File: src/design/bb3_pkg.sv
// bb3_pkg: shared constants, types and helpers for the 3x3 edge-clipped box blur
// used by the line memory, the shared add/subtract unit and the top level
package bb3_pkg;

  // line store geometry
  localparam int MAX_COLS   = 32;
  localparam int LINE_ROWS  = 3;
  localparam int MEM_DEPTH  = LINE_ROWS * MAX_COLS;
  localparam int ADDR_W     = $clog2(MEM_DEPTH);

  // field widths
  localparam int PIX_W      = 8;
  localparam int ROW_W      = 12;
  localparam int COL_W      = 5;
  localparam int ROWS_CFG_W = 13;
  localparam int COLS_CFG_W = 6;
  localparam int SLOT_W     = 2;

  // accumulator holds up to nine pixels, counter up to nine taps
  localparam int ACC_W      = 12;
  localparam int CNT_W      = 4;
  localparam int QUO_W      = PIX_W;
  localparam int DIV_I_W    = $clog2(QUO_W);

  // configuration port
  localparam int CFG_IDX_W  = 2;
  localparam int CFG_DATA_W = ROWS_CFG_W;
  localparam logic [CFG_IDX_W-1:0] REG_FRAME_ROWS = CFG_IDX_W'(0);
  localparam logic [CFG_IDX_W-1:0] REG_FRAME_COLS = CFG_IDX_W'(1);

  // register reset values and limits
  localparam logic [ROWS_CFG_W-1:0] ROWS_RESET = ROWS_CFG_W'(10);
  localparam logic [COLS_CFG_W-1:0] COLS_RESET = COLS_CFG_W'(5);
  localparam logic [ROWS_CFG_W-1:0] ROWS_MAX   = ROWS_CFG_W'(4096);
  localparam logic [COLS_CFG_W-1:0] COLS_MAX   = COLS_CFG_W'(MAX_COLS);

  typedef logic [PIX_W-1:0]  pix_t;
  typedef logic [ROW_W-1:0]  row_t;
  typedef logic [COL_W-1:0]  col_t;
  typedef logic [SLOT_W-1:0] slot_t;
  typedef logic [ADDR_W-1:0] addr_t;
  typedef logic [ACC_W-1:0]  acc_t;

  // shared unit operation
  typedef enum logic {
    ALU_ADD = 1'b0,
    ALU_SUB = 1'b1
  } alu_op_t;

  // slot of the row above, modulo three
  function automatic slot_t slot_prev(input slot_t s);
    slot_t res;
    res = (s == SLOT_W'(0)) ? SLOT_W'(LINE_ROWS - 1) : s - SLOT_W'(1);
    return res;
  endfunction

  // slot of the row below, modulo three
  function automatic slot_t slot_next(input slot_t s);
    slot_t res;
    res = (s == SLOT_W'(LINE_ROWS - 1)) ? SLOT_W'(0) : s + SLOT_W'(1);
    return res;
  endfunction

  // line store address of a row slot and column
  function automatic addr_t slot_addr(input slot_t s, input col_t c);
    addr_t res;
    res = ADDR_W'(s) * ADDR_W'(MAX_COLS) + ADDR_W'(c);
    return res;
  endfunction

endpackage

File: src/design/box_blur_3x3_edge_clipped_unit.sv
// box_blur_3x3_edge_clipped_unit: top level, sequencer around the line store
// and the shared add/subtract unit; depends on bb3_pkg, bb3_line_mem, bb3_alu
//
// Pixels enter in raster order on the in_ channel (valid/ready). Each accepted
// pixel is written to the three-row line store and may cause up to
// frame_cols + 2 filtered results on the out_ channel, each with its row,
// column and a flag on the last result of that pixel.
// Each result reads its nine neighbour taps one per cycle through the line
// store read port, adding in-frame taps with the shared adder, then divides
// the sum by the tap count with eight restoring steps on the same unit.
// A result is worked in steps: pick it, nine tap reads, drain the read,
// eight divide steps, hand it to the output register. An input pixel
// occupies the block until its last result is handed off; in_ready is
// high only while idle.
// A result waits in the output register while out_ready is low; the sequencer
// stalls at its hand-off step until that register is free.
// Reset (rst_n low, synchronous) sets 10 rows by 5 columns, positions to the
// start of the frame and empties the output register. Writing either config
// register restarts the frame; the line store needs no clearing.
module box_blur_3x3_edge_clipped_unit (
  input  logic                               clk,
  input  logic                               rst_n,
  input  logic                               in_valid,
  output logic                               in_ready,
  input  logic [bb3_pkg::PIX_W-1:0]          in_pixel_in,
  output logic                               out_valid,
  input  logic                               out_ready,
  output logic [bb3_pkg::PIX_W-1:0]          out_pixel_out,
  output logic [bb3_pkg::ROW_W-1:0]          out_row,
  output logic [bb3_pkg::COL_W-1:0]          out_col,
  output logic                               out_last_of_run,
  input  logic                               cfg_we,
  input  logic [bb3_pkg::CFG_IDX_W-1:0]      cfg_index,
  input  logic [bb3_pkg::CFG_DATA_W-1:0]     cfg_wdata
);
  import bb3_pkg::*;

  // sequencer states
  localparam logic [2:0] ST_IDLE    = 3'd0;
  localparam logic [2:0] ST_PLAN    = 3'd1;
  localparam logic [2:0] ST_SUM     = 3'd2;
  localparam logic [2:0] ST_SUM_END = 3'd3;
  localparam logic [2:0] ST_DIV     = 3'd4;
  localparam logic [2:0] ST_EMIT    = 3'd5;

  logic [2:0] state_r, state_nxt;

  logic [ROWS_CFG_W-1:0] frame_rows_r, frame_rows_nxt;
  logic [COLS_CFG_W-1:0] frame_cols_r, frame_cols_nxt;
  row_t  row_pos_r, row_pos_nxt;
  col_t  col_pos_r, col_pos_nxt;
  slot_t slot_pos_r, slot_pos_nxt;

  // pending results of the current pixel
  logic  pend_a_r, pend_a_nxt;
  logic  pend_b_r, pend_b_nxt;
  logic  pend_f_r, pend_f_nxt;
  row_t  cur_row_r, cur_row_nxt;
  col_t  cur_col_r, cur_col_nxt;
  slot_t cur_slot_r, cur_slot_nxt;
  col_t  flush_k_r, flush_k_nxt;

  // result being computed
  row_t  tgt_row_r, tgt_row_nxt;
  col_t  tgt_col_r, tgt_col_nxt;
  slot_t tgt_slot_r, tgt_slot_nxt;
  logic  tgt_last_r, tgt_last_nxt;
  logic [1:0] dy_r, dy_nxt;
  logic [1:0] dx_r, dx_nxt;
  logic  tap_live_r, tap_live_nxt;
  logic  tap_in_r, tap_in_nxt;
  acc_t  acc_r, acc_nxt;
  logic [CNT_W-1:0]   cnt_r, cnt_nxt;
  logic [DIV_I_W-1:0] div_i_r, div_i_nxt;
  logic [QUO_W-1:0]   quo_r, quo_nxt;

  // output register
  logic  out_valid_r, out_valid_nxt;
  pix_t  out_pix_r, out_pix_nxt;
  row_t  out_row_r, out_row_nxt;
  col_t  out_col_r, out_col_nxt;
  logic  out_last_r, out_last_nxt;

  // effective frame limits
  row_t  last_row;
  col_t  last_col;

  // datapath wiring
  logic    in_xfer;
  logic    out_free;
  addr_t   mem_waddr;
  addr_t   mem_raddr;
  pix_t    mem_rdata;
  alu_op_t alu_op;
  acc_t    alu_b;
  acc_t    alu_y;
  logic    alu_carry;
  logic    row_ok;
  logic    col_ok;
  slot_t   tap_slot;
  col_t    tap_col;

  // clip the configured sizes to their legal ranges
  always_comb begin
    if (frame_rows_r == '0) begin
      last_row = '0;
    end else if (frame_rows_r > ROWS_MAX) begin
      last_row = ROW_W'(ROWS_MAX - ROWS_CFG_W'(1));
    end else begin
      last_row = ROW_W'(frame_rows_r - ROWS_CFG_W'(1));
    end
    if (frame_cols_r == '0) begin
      last_col = '0;
    end else if (frame_cols_r > COLS_MAX) begin
      last_col = COL_W'(COLS_MAX - COLS_CFG_W'(1));
    end else begin
      last_col = COL_W'(frame_cols_r - COLS_CFG_W'(1));
    end
  end

  assign in_ready  = (state_r == ST_IDLE);
  assign in_xfer   = in_valid && in_ready;
  assign out_free  = !out_valid_r || out_ready;
  assign mem_waddr = slot_addr(slot_pos_r, col_pos_r);

  // tap address and in-frame test for the current neighbour
  always_comb begin
    row_ok = !((dy_r == 2'd0) && (tgt_row_r == '0)) &&
             !((dy_r == 2'd2) && (tgt_row_r == last_row));
    col_ok = !((dx_r == 2'd0) && (tgt_col_r == '0)) &&
             !((dx_r == 2'd2) && (tgt_col_r == last_col));
    tap_col = tgt_col_r + COL_W'(dx_r) - COL_W'(1);
    unique case (dy_r)
      2'd0:    tap_slot = slot_prev(tgt_slot_r);
      2'd2:    tap_slot = slot_next(tgt_slot_r);
      default: tap_slot = tgt_slot_r;
    endcase
    mem_raddr = slot_addr(tap_slot, tap_col);
  end

  // shared unit operands: add a tap, or try subtracting the shifted count
  always_comb begin
    alu_op = (state_r == ST_DIV) ? ALU_SUB : ALU_ADD;
    if (state_r == ST_DIV) begin
      alu_b = ACC_W'(cnt_r) << div_i_r;
    end else begin
      alu_b = ACC_W'(mem_rdata);
    end
  end

  bb3_line_mem u_mem (
    .clk   (clk),
    .we    (in_xfer),
    .waddr (mem_waddr),
    .wdata (in_pixel_in),
    .raddr (mem_raddr),
    .rdata (mem_rdata)
  );

  bb3_alu u_alu (
    .op    (alu_op),
    .a     (acc_r),
    .b     (alu_b),
    .y     (alu_y),
    .carry (alu_carry)
  );

  // sequencer
  always_comb begin
    state_nxt      = state_r;
    frame_rows_nxt = frame_rows_r;
    frame_cols_nxt = frame_cols_r;
    row_pos_nxt    = row_pos_r;
    col_pos_nxt    = col_pos_r;
    slot_pos_nxt   = slot_pos_r;
    pend_a_nxt     = pend_a_r;
    pend_b_nxt     = pend_b_r;
    pend_f_nxt     = pend_f_r;
    cur_row_nxt    = cur_row_r;
    cur_col_nxt    = cur_col_r;
    cur_slot_nxt   = cur_slot_r;
    flush_k_nxt    = flush_k_r;
    tgt_row_nxt    = tgt_row_r;
    tgt_col_nxt    = tgt_col_r;
    tgt_slot_nxt   = tgt_slot_r;
    tgt_last_nxt   = tgt_last_r;
    dy_nxt         = dy_r;
    dx_nxt         = dx_r;
    tap_live_nxt   = tap_live_r;
    tap_in_nxt     = tap_in_r;
    acc_nxt        = acc_r;
    cnt_nxt        = cnt_r;
    div_i_nxt      = div_i_r;
    quo_nxt        = quo_r;
    out_valid_nxt  = out_valid_r && !out_ready;
    out_pix_nxt    = out_pix_r;
    out_row_nxt    = out_row_r;
    out_col_nxt    = out_col_r;
    out_last_nxt   = out_last_r;

    unique case (state_r)
      ST_IDLE: begin
        // take a pixel: note which results it causes, step the position
        if (in_valid) begin
          pend_a_nxt   = (row_pos_r != '0) && (col_pos_r != '0);
          pend_b_nxt   = (row_pos_r != '0) && (col_pos_r == last_col);
          pend_f_nxt   = (row_pos_r == last_row) && (col_pos_r == last_col);
          cur_row_nxt  = row_pos_r;
          cur_col_nxt  = col_pos_r;
          cur_slot_nxt = slot_pos_r;
          flush_k_nxt  = '0;
          if (col_pos_r == last_col) begin
            col_pos_nxt = '0;
            if (row_pos_r == last_row) begin
              row_pos_nxt  = '0;
              slot_pos_nxt = '0;
            end else begin
              row_pos_nxt  = row_pos_r + ROW_W'(1);
              slot_pos_nxt = slot_next(slot_pos_r);
            end
          end else begin
            col_pos_nxt = col_pos_r + COL_W'(1);
          end
          state_nxt = ST_PLAN;
        end
      end

      ST_PLAN: begin
        // pick the next result in emission order
        dy_nxt       = '0;
        dx_nxt       = '0;
        tap_live_nxt = 1'b0;
        tap_in_nxt   = 1'b0;
        acc_nxt      = '0;
        cnt_nxt      = '0;
        state_nxt    = ST_SUM;
        priority if (pend_a_r) begin
          tgt_row_nxt  = cur_row_r - ROW_W'(1);
          tgt_col_nxt  = cur_col_r - COL_W'(1);
          tgt_slot_nxt = slot_prev(cur_slot_r);
          tgt_last_nxt = !pend_b_r && !pend_f_r;
          pend_a_nxt   = 1'b0;
        end else if (pend_b_r) begin
          tgt_row_nxt  = cur_row_r - ROW_W'(1);
          tgt_col_nxt  = last_col;
          tgt_slot_nxt = slot_prev(cur_slot_r);
          tgt_last_nxt = !pend_f_r;
          pend_b_nxt   = 1'b0;
        end else if (pend_f_r) begin
          tgt_row_nxt  = cur_row_r;
          tgt_col_nxt  = flush_k_r;
          tgt_slot_nxt = cur_slot_r;
          tgt_last_nxt = (flush_k_r == last_col);
          pend_f_nxt   = (flush_k_r != last_col);
          flush_k_nxt  = flush_k_r + COL_W'(1);
        end else begin
          state_nxt = ST_IDLE;
        end
      end

      ST_SUM: begin
        // add the tap read last cycle, issue the next one
        if (tap_live_r && tap_in_r) begin
          acc_nxt = alu_y;
          cnt_nxt = cnt_r + CNT_W'(1);
        end
        tap_live_nxt = 1'b1;
        tap_in_nxt   = row_ok && col_ok;
        if (dx_r == 2'd2) begin
          dx_nxt = '0;
          dy_nxt = dy_r + 2'd1;
          if (dy_r == 2'd2) begin
            state_nxt = ST_SUM_END;
          end
        end else begin
          dx_nxt = dx_r + 2'd1;
        end
      end

      ST_SUM_END: begin
        // last tap arrives from the read port
        if (tap_live_r && tap_in_r) begin
          acc_nxt = alu_y;
          cnt_nxt = cnt_r + CNT_W'(1);
        end
        tap_live_nxt = 1'b0;
        div_i_nxt    = DIV_I_W'(QUO_W - 1);
        quo_nxt      = '0;
        state_nxt    = ST_DIV;
      end

      ST_DIV: begin
        // restoring division, one quotient bit per step, msb first
        if (alu_carry) begin
          acc_nxt = alu_y;
        end
        quo_nxt = {quo_r[QUO_W-2:0], alu_carry};
        if (div_i_r == '0) begin
          state_nxt = ST_EMIT;
        end else begin
          div_i_nxt = div_i_r - DIV_I_W'(1);
        end
      end

      ST_EMIT: begin
        // hand the result to the output register once it is free
        if (out_free) begin
          out_valid_nxt = 1'b1;
          out_pix_nxt   = quo_r;
          out_row_nxt   = tgt_row_r;
          out_col_nxt   = tgt_col_r;
          out_last_nxt  = tgt_last_r;
          state_nxt     = ST_PLAN;
        end
      end

      default: begin
        state_nxt = ST_IDLE;
      end
    endcase

    // configuration write restarts the frame
    if (cfg_we) begin
      unique case (cfg_index)
        REG_FRAME_ROWS: begin
          frame_rows_nxt = cfg_wdata;
          row_pos_nxt    = '0;
          col_pos_nxt    = '0;
          slot_pos_nxt   = '0;
        end
        REG_FRAME_COLS: begin
          frame_cols_nxt = COLS_CFG_W'(cfg_wdata);
          row_pos_nxt    = '0;
          col_pos_nxt    = '0;
          slot_pos_nxt   = '0;
        end
        default: begin
        end
      endcase
    end
  end

  // control registers
  always_ff @(posedge clk) begin
    if (!rst_n) begin
      state_r      <= ST_IDLE;
      frame_rows_r <= ROWS_RESET;
      frame_cols_r <= COLS_RESET;
      row_pos_r    <= '0;
      col_pos_r    <= '0;
      slot_pos_r   <= '0;
      pend_a_r     <= 1'b0;
      pend_b_r     <= 1'b0;
      pend_f_r     <= 1'b0;
      tap_live_r   <= 1'b0;
      out_valid_r  <= 1'b0;
    end else begin
      state_r      <= state_nxt;
      frame_rows_r <= frame_rows_nxt;
      frame_cols_r <= frame_cols_nxt;
      row_pos_r    <= row_pos_nxt;
      col_pos_r    <= col_pos_nxt;
      slot_pos_r   <= slot_pos_nxt;
      pend_a_r     <= pend_a_nxt;
      pend_b_r     <= pend_b_nxt;
      pend_f_r     <= pend_f_nxt;
      tap_live_r   <= tap_live_nxt;
      out_valid_r  <= out_valid_nxt;
    end
  end

  // payload registers
  always_ff @(posedge clk) begin
    cur_row_r  <= cur_row_nxt;
    cur_col_r  <= cur_col_nxt;
    cur_slot_r <= cur_slot_nxt;
    flush_k_r  <= flush_k_nxt;
    tgt_row_r  <= tgt_row_nxt;
    tgt_col_r  <= tgt_col_nxt;
    tgt_slot_r <= tgt_slot_nxt;
    tgt_last_r <= tgt_last_nxt;
    dy_r       <= dy_nxt;
    dx_r       <= dx_nxt;
    tap_in_r   <= tap_in_nxt;
    acc_r      <= acc_nxt;
    cnt_r      <= cnt_nxt;
    div_i_r    <= div_i_nxt;
    quo_r      <= quo_nxt;
    out_pix_r  <= out_pix_nxt;
    out_row_r  <= out_row_nxt;
    out_col_r  <= out_col_nxt;
    out_last_r <= out_last_nxt;
  end

  assign out_valid       = out_valid_r;
  assign out_pixel_out   = out_pix_r;
  assign out_row         = out_row_r;
  assign out_col         = out_col_r;
  assign out_last_of_run = out_last_r;

endmodule

File: src/design/bb3_line_mem.sv
// bb3_line_mem: three-row pixel line store, one write and one registered read port
// depends on bb3_pkg
module bb3_line_mem (
  input  logic          clk,
  input  logic          we,
  input  bb3_pkg::addr_t waddr,
  input  bb3_pkg::pix_t  wdata,
  input  bb3_pkg::addr_t raddr,
  output bb3_pkg::pix_t  rdata
);
  import bb3_pkg::*;

  pix_t mem_r [MEM_DEPTH];
  pix_t rdata_r;

  // write port
  always_ff @(posedge clk) begin
    if (we) begin
      mem_r[waddr] <= wdata;
    end
  end

  // registered read port
  always_ff @(posedge clk) begin
    rdata_r <= mem_r[raddr];
  end

  assign rdata = rdata_r;

endmodule

File: src/design/bb3_alu.sv
// bb3_alu: shared add/subtract unit for tap accumulation and restoring division
// depends on bb3_pkg
module bb3_alu (
  input  bb3_pkg::alu_op_t op,
  input  bb3_pkg::acc_t    a,
  input  bb3_pkg::acc_t    b,
  output bb3_pkg::acc_t    y,
  output logic             carry
);
  import bb3_pkg::*;

  logic [ACC_W:0] full;
  acc_t           b_eff;

  // subtract as a plus inverted b plus one; carry set means no borrow
  always_comb begin
    b_eff = (op == ALU_SUB) ? ~b : b;
    full  = {1'b0, a} + {1'b0, b_eff} + (ACC_W + 1)'(op == ALU_SUB);
  end

  assign y     = full[ACC_W-1:0];
  assign carry = full[ACC_W];

endmodule

File: config.mk
export PLATFORM = sky130hd
export DESIGN_NAME = box_blur_3x3_edge_clipped_unit
export DESIGN_NICKNAME = d
export VERILOG_FILES = /design/src/design/bb3_pkg.sv /design/src/design/box_blur_3x3_edge_clipped_unit.sv /design/src/design/bb3_line_mem.sv /design/src/design/bb3_alu.sv
export SDC_FILE = /design/constraint.sdc
export NUM_CORES = 1
export LEC_CHECK = 0
export BUFFER_PORTS_ARGS = -buffer_cell sky130_fd_sc_hd__buf_2
export CELL_PAD_IN_SITES_DETAIL_PLACEMENT = 1
export CELL_PAD_IN_SITES_GLOBAL_PLACEMENT = 2
export CORE_ASPECT_RATIO = 0.8
export CORE_UTILIZATION = 53
export DETAILED_ROUTE_END_ITERATION = 10
export PLACE_DENSITY = 0.9
export SLEW_MARGIN = 20
export SYNTH_ARGS = -nofsm -noshare
export SYNTH_HDL_FRONTEND = slang
export SYNTH_SLANG_ARGS = --single-unit
File: constraint.sdc
create_clock -name clk -period 8.9 [get_ports clk]
set_clock_uncertainty 0.15 [all_clocks]
set_input_delay 0.89 -clock clk [delete_from_list [all_inputs] [get_ports clk]]
set_output_delay 0.89 -clock clk [all_outputs]
set_load 0.05 [all_outputs]
==> impl_metrics.json <==
{
  "place_area_mm2": 0.0395,
  "cts_root_buf": "clkbuf_16",
  "grt.total_usage": 0.269,
  "synth_area_leaders": "edfxtp_1, mux4_2, dfxtp_1, nor2_1, ha_1",
  "die_w_um": 302,
  "cp_cell_sequence": "inv_1 > ha_1 > inv_1 > ha_4 > fa_4 > xor2_4 > buf_4 > mux4_2 > mux2_2 > o22ai_1 > a21oi_1",
  "hold_viol_final": 0,
  "finalSetupTns_ps": 0,
  "worstPathMaxFanout": 32,
  "rsz0062_at_grt": "no",
  "drv_cap": 0,
  "min-delay-path-class": "register to register",
  "synth-async-reset-ratio": 0,
  "switchingPower_mw": 1.94,
  "met3_usage": 0.0545,
  "core_mm2": 0.0710,
  "syn_avg_cell_area_um2": 18.1,
  "syn_inst": 2116,
  "grt_pass1_wl_um": 143000,
  "drtIter0Drc": 2368,
  "cpMostUsedCell": "inv_1",
  "netlist.area_leader.share": 0.683,
  "clockPowerShare": 0.411,
  "critical_path.endpoint": "u_mem.rdata[4]",
  "power_density_mw_per_mm2": 212,
  "setup_violations": 0,
  "routabilityCongestion": 0.837,
  "fin_crit_ps": 4550,
  "grt_most_used_layer": "met2",
  "postCtsSetupRepairBufs": 0,
  "drc": 0,
  "drive_gt1_frac": 0.216,
  "synth_common_cells": "edfxtp_1, mux4_2, nor2_1, nand2_1, clkbuf_1",
  "synth_area_leader_cell": "edfxtp_1",
  "worstPathRequired_ps": 9280,
  "wl_um": 96700,
  "synth_cell_type_count": 80,
  "cpPeakStageDelay_ps": 830,
  "p_leak_nw": 13.5,
  "syn2layout_area_growth_pct": 10.6,
  "p_int_mw": 7.02,
  "setup_ws_ps": 4350,
  "io_pins": 56,
  "peakVddDrop_mv": 0.173,
  "first_pass_iters": 6,
  "cts.repair.resized": 0,
  "r2r_cells": 11,
  "crit_start": "tgt_col_r[1]",
  "ys.flop_type": "edfxtp_1",
  "dp_slack_ps": 4040,
  "worstMarginPinSlew_ps": 1150,
  "via_per_inst": 6.44,
  "synth_most_common_cell": "edfxtp_1",
  "synth-seq-cells": 924,
  "fmax_ghz": 0.220,
  "r2r-start": "tgt_col_r[1]",
  "placementRows": 87,
  "grt_pass1_vias": 21400,
  "antenna_cells": 0,
  "whs_ps": 279,
  "hpwl_um": 61100,
  "grt_overflow": 0,
  "ant_nets": 0,
  "avgRoutedWirePerCell_um": 30.4,
  "antenna_found_initial": 2,
  "via_count": 20500,
  "relSlewSlack": 0.235,
  "dieArea_mm2": 0.0733,
  "initial_utilization": 0.539,
  "worst-setup-path-type": "register to register",
  "seq_power_share": 0.536,
  "clkLatencyLatePin_ps": 660,
  "portBuffers": 55,
  "ys_seq_area_frac": 0.711,
  "maxSlewViolCount": 0,
  "grt_max_degree": 116,
  "startpoint_type": "register",
  "syn-num-nets": 2183,
  "clk_pin_slew_worst_paths_ps": 70,
  "switching_share": 0.217,
  "min_period_over_period": 0.512,
  "cts_max_path_buffers": 3,
  "yosysWarnings": 0,
  "cts_tree": "yes",
  "cts_num_sinks": 924,
  "fin_nets": 2240,
  "reg2reg_slack_ps": 4350,
  "globalRouteMet1Util": 0.391,
  "dieHeight_um": 242,
  "cp-end-kind": "register",
  "cp_slowest_cell": "xor2_4",
  "run_status": "completed",
  "worstPathArrival_ps": 4930,
  "grt_util_met2": 0.422,
  "postCtsHoldBufs": 0,
  "r2r_end": "u_mem.rdata[4]",
  "comb_power_share": 0.053,
  "fin_area_mm2": 0.0423,
  "netlist_area_mm2": 0.0383,
  "synth-edff-count": 870,
  "cts-htree-levels": 3,
  "cts_buffers": 89
}
[cell usage in the layout, fill, tap and decap left out, drive strengths merged, types with 5 or more instances in the layout]
cell type / instances
xnor2: 37
nor3: 33
xor2: 34
dfxtp: 54
mux2: 16
a21o: 5
nand2b: 14
nand2: 107
and3: 15
buf: 73
o22ai: 10
nor3b: 5
bufinv: 6
mux2i: 17
inv: 41
o31ai: 7
nand4: 13
nor4b: 5
nor2b: 21
nor4: 18
ha: 37
a31oi: 11
clkbuf: 121
mux4: 240
and2: 13
clkinv: 28
a32oi: 6
or3: 8
nor2: 171
a21oi: 43
or2: 9
o21ai: 37
or4b: 6
edfxtp: 870
o211ai: 9
a211oi: 6
a21boi: 13
nand3: 25
[power groups by stage]
| stage | Clock [mW] | Combinational [mW] | Sequential [mW] |
|---|---|---|---|
| finish | 3.69 | 0.474 | 4.81 |
| global route | 3.87 | 0.503 | 4.81 |
| CTS | 3.73 | 0.470 | 4.81 |
| detailed placement | 0 | 0.465 | 4.90 |
| global placement | 0 | 0.441 | 4.90 |
| floorplan | 0 | 0.283 | 4.88 |
[state kept, by name (all words and copies together), names as in the netlist, 12 cells and up]
name,cells
frame_rows_r,13
out_row,12
acc_r,12
tgt_row_r,12
cur_row_r,12
row_pos_r,12
u_mem.mem_r,768
[metal layers]
| metal | vias up | wire length (µm) |
|---|---|---|
| met4 | 0 | 2090 |
| met5 | - | 0 |
| met2 | 890 | 46300 |
| met3 | 131 | 7350 |
| li1 | 8618 | - |
| met1 | 10800 | 40900 |
[critical path: cells and delay by family, from the launching register on]
family                     cells  cell delay, ps
muxes                          2             910
xor gates and xnor gates       1             830
AOI/OAI and AO/OA              2             300
adders and majority gates      3             960
buffers and inverters          3             860
DFF                            1             380
[logic make-up (layout without fill, tap and decap cells)]
group	Yosys count	after routing	share of synthesized area
buffers and inverters	144	272	0.0153
muxes	273	273	0.150
DFF	924	924	0.711
xor gates and xnor gates	71	71	0.0162
adders and majority gates	40	40	0.0134
and+or+nand+nor	477	477	0.0605
AOI/OAI and AO/OA	187	187	0.0333
[worst min path at each step]
| stage | start | depth (start not counted) | to |
|---|---|---|---|
| floorplan | tgt_last_r | 0 | out_last_of_run |
| global placement | quo_r[7] | 0 | out_pixel_out[7] |
| detailed placement | quo_r[7] | 0 | out_pixel_out[7] |
| CTS | quo_r[7] | 0 | out_pixel_out[7] |
| global route | quo_r[7] | 0 | out_pixel_out[7] |
| finish | quo_r[7] | 0 | out_pixel_out[7] |
[final cells by class]
cell class | count | area, µm²
flip-flops and latches | 924 | 27200
repair buffers | 73 | 492
multi-input cells | 1048 | 10500
fillers | 6138 | 28600
clock buffers | 121 | 2410
inverters | 37 | 139
clock inverters | 41 | 390
well taps | 934 | 1170
[through the flow]
| stage | power (mW) | utilization | std cells |
|---|---|---|---|
| 2_1_floorplan | 5.16 | - | 2116 |
| 3_3_place_gp | 5.34 | 0.556 | 3014 |
| 3_5_place_dp | 5.37 | 0.556 | 3014 |
| 4_1_cts | 9.01 | 0.596 | 3176 |
| 5_1_grt | 9.18 | 0.597 | 3178 |
| 6_report | 8.97 | 0.597 | 3178 |
No activity file was read; power rests on OpenSTA's default activity.
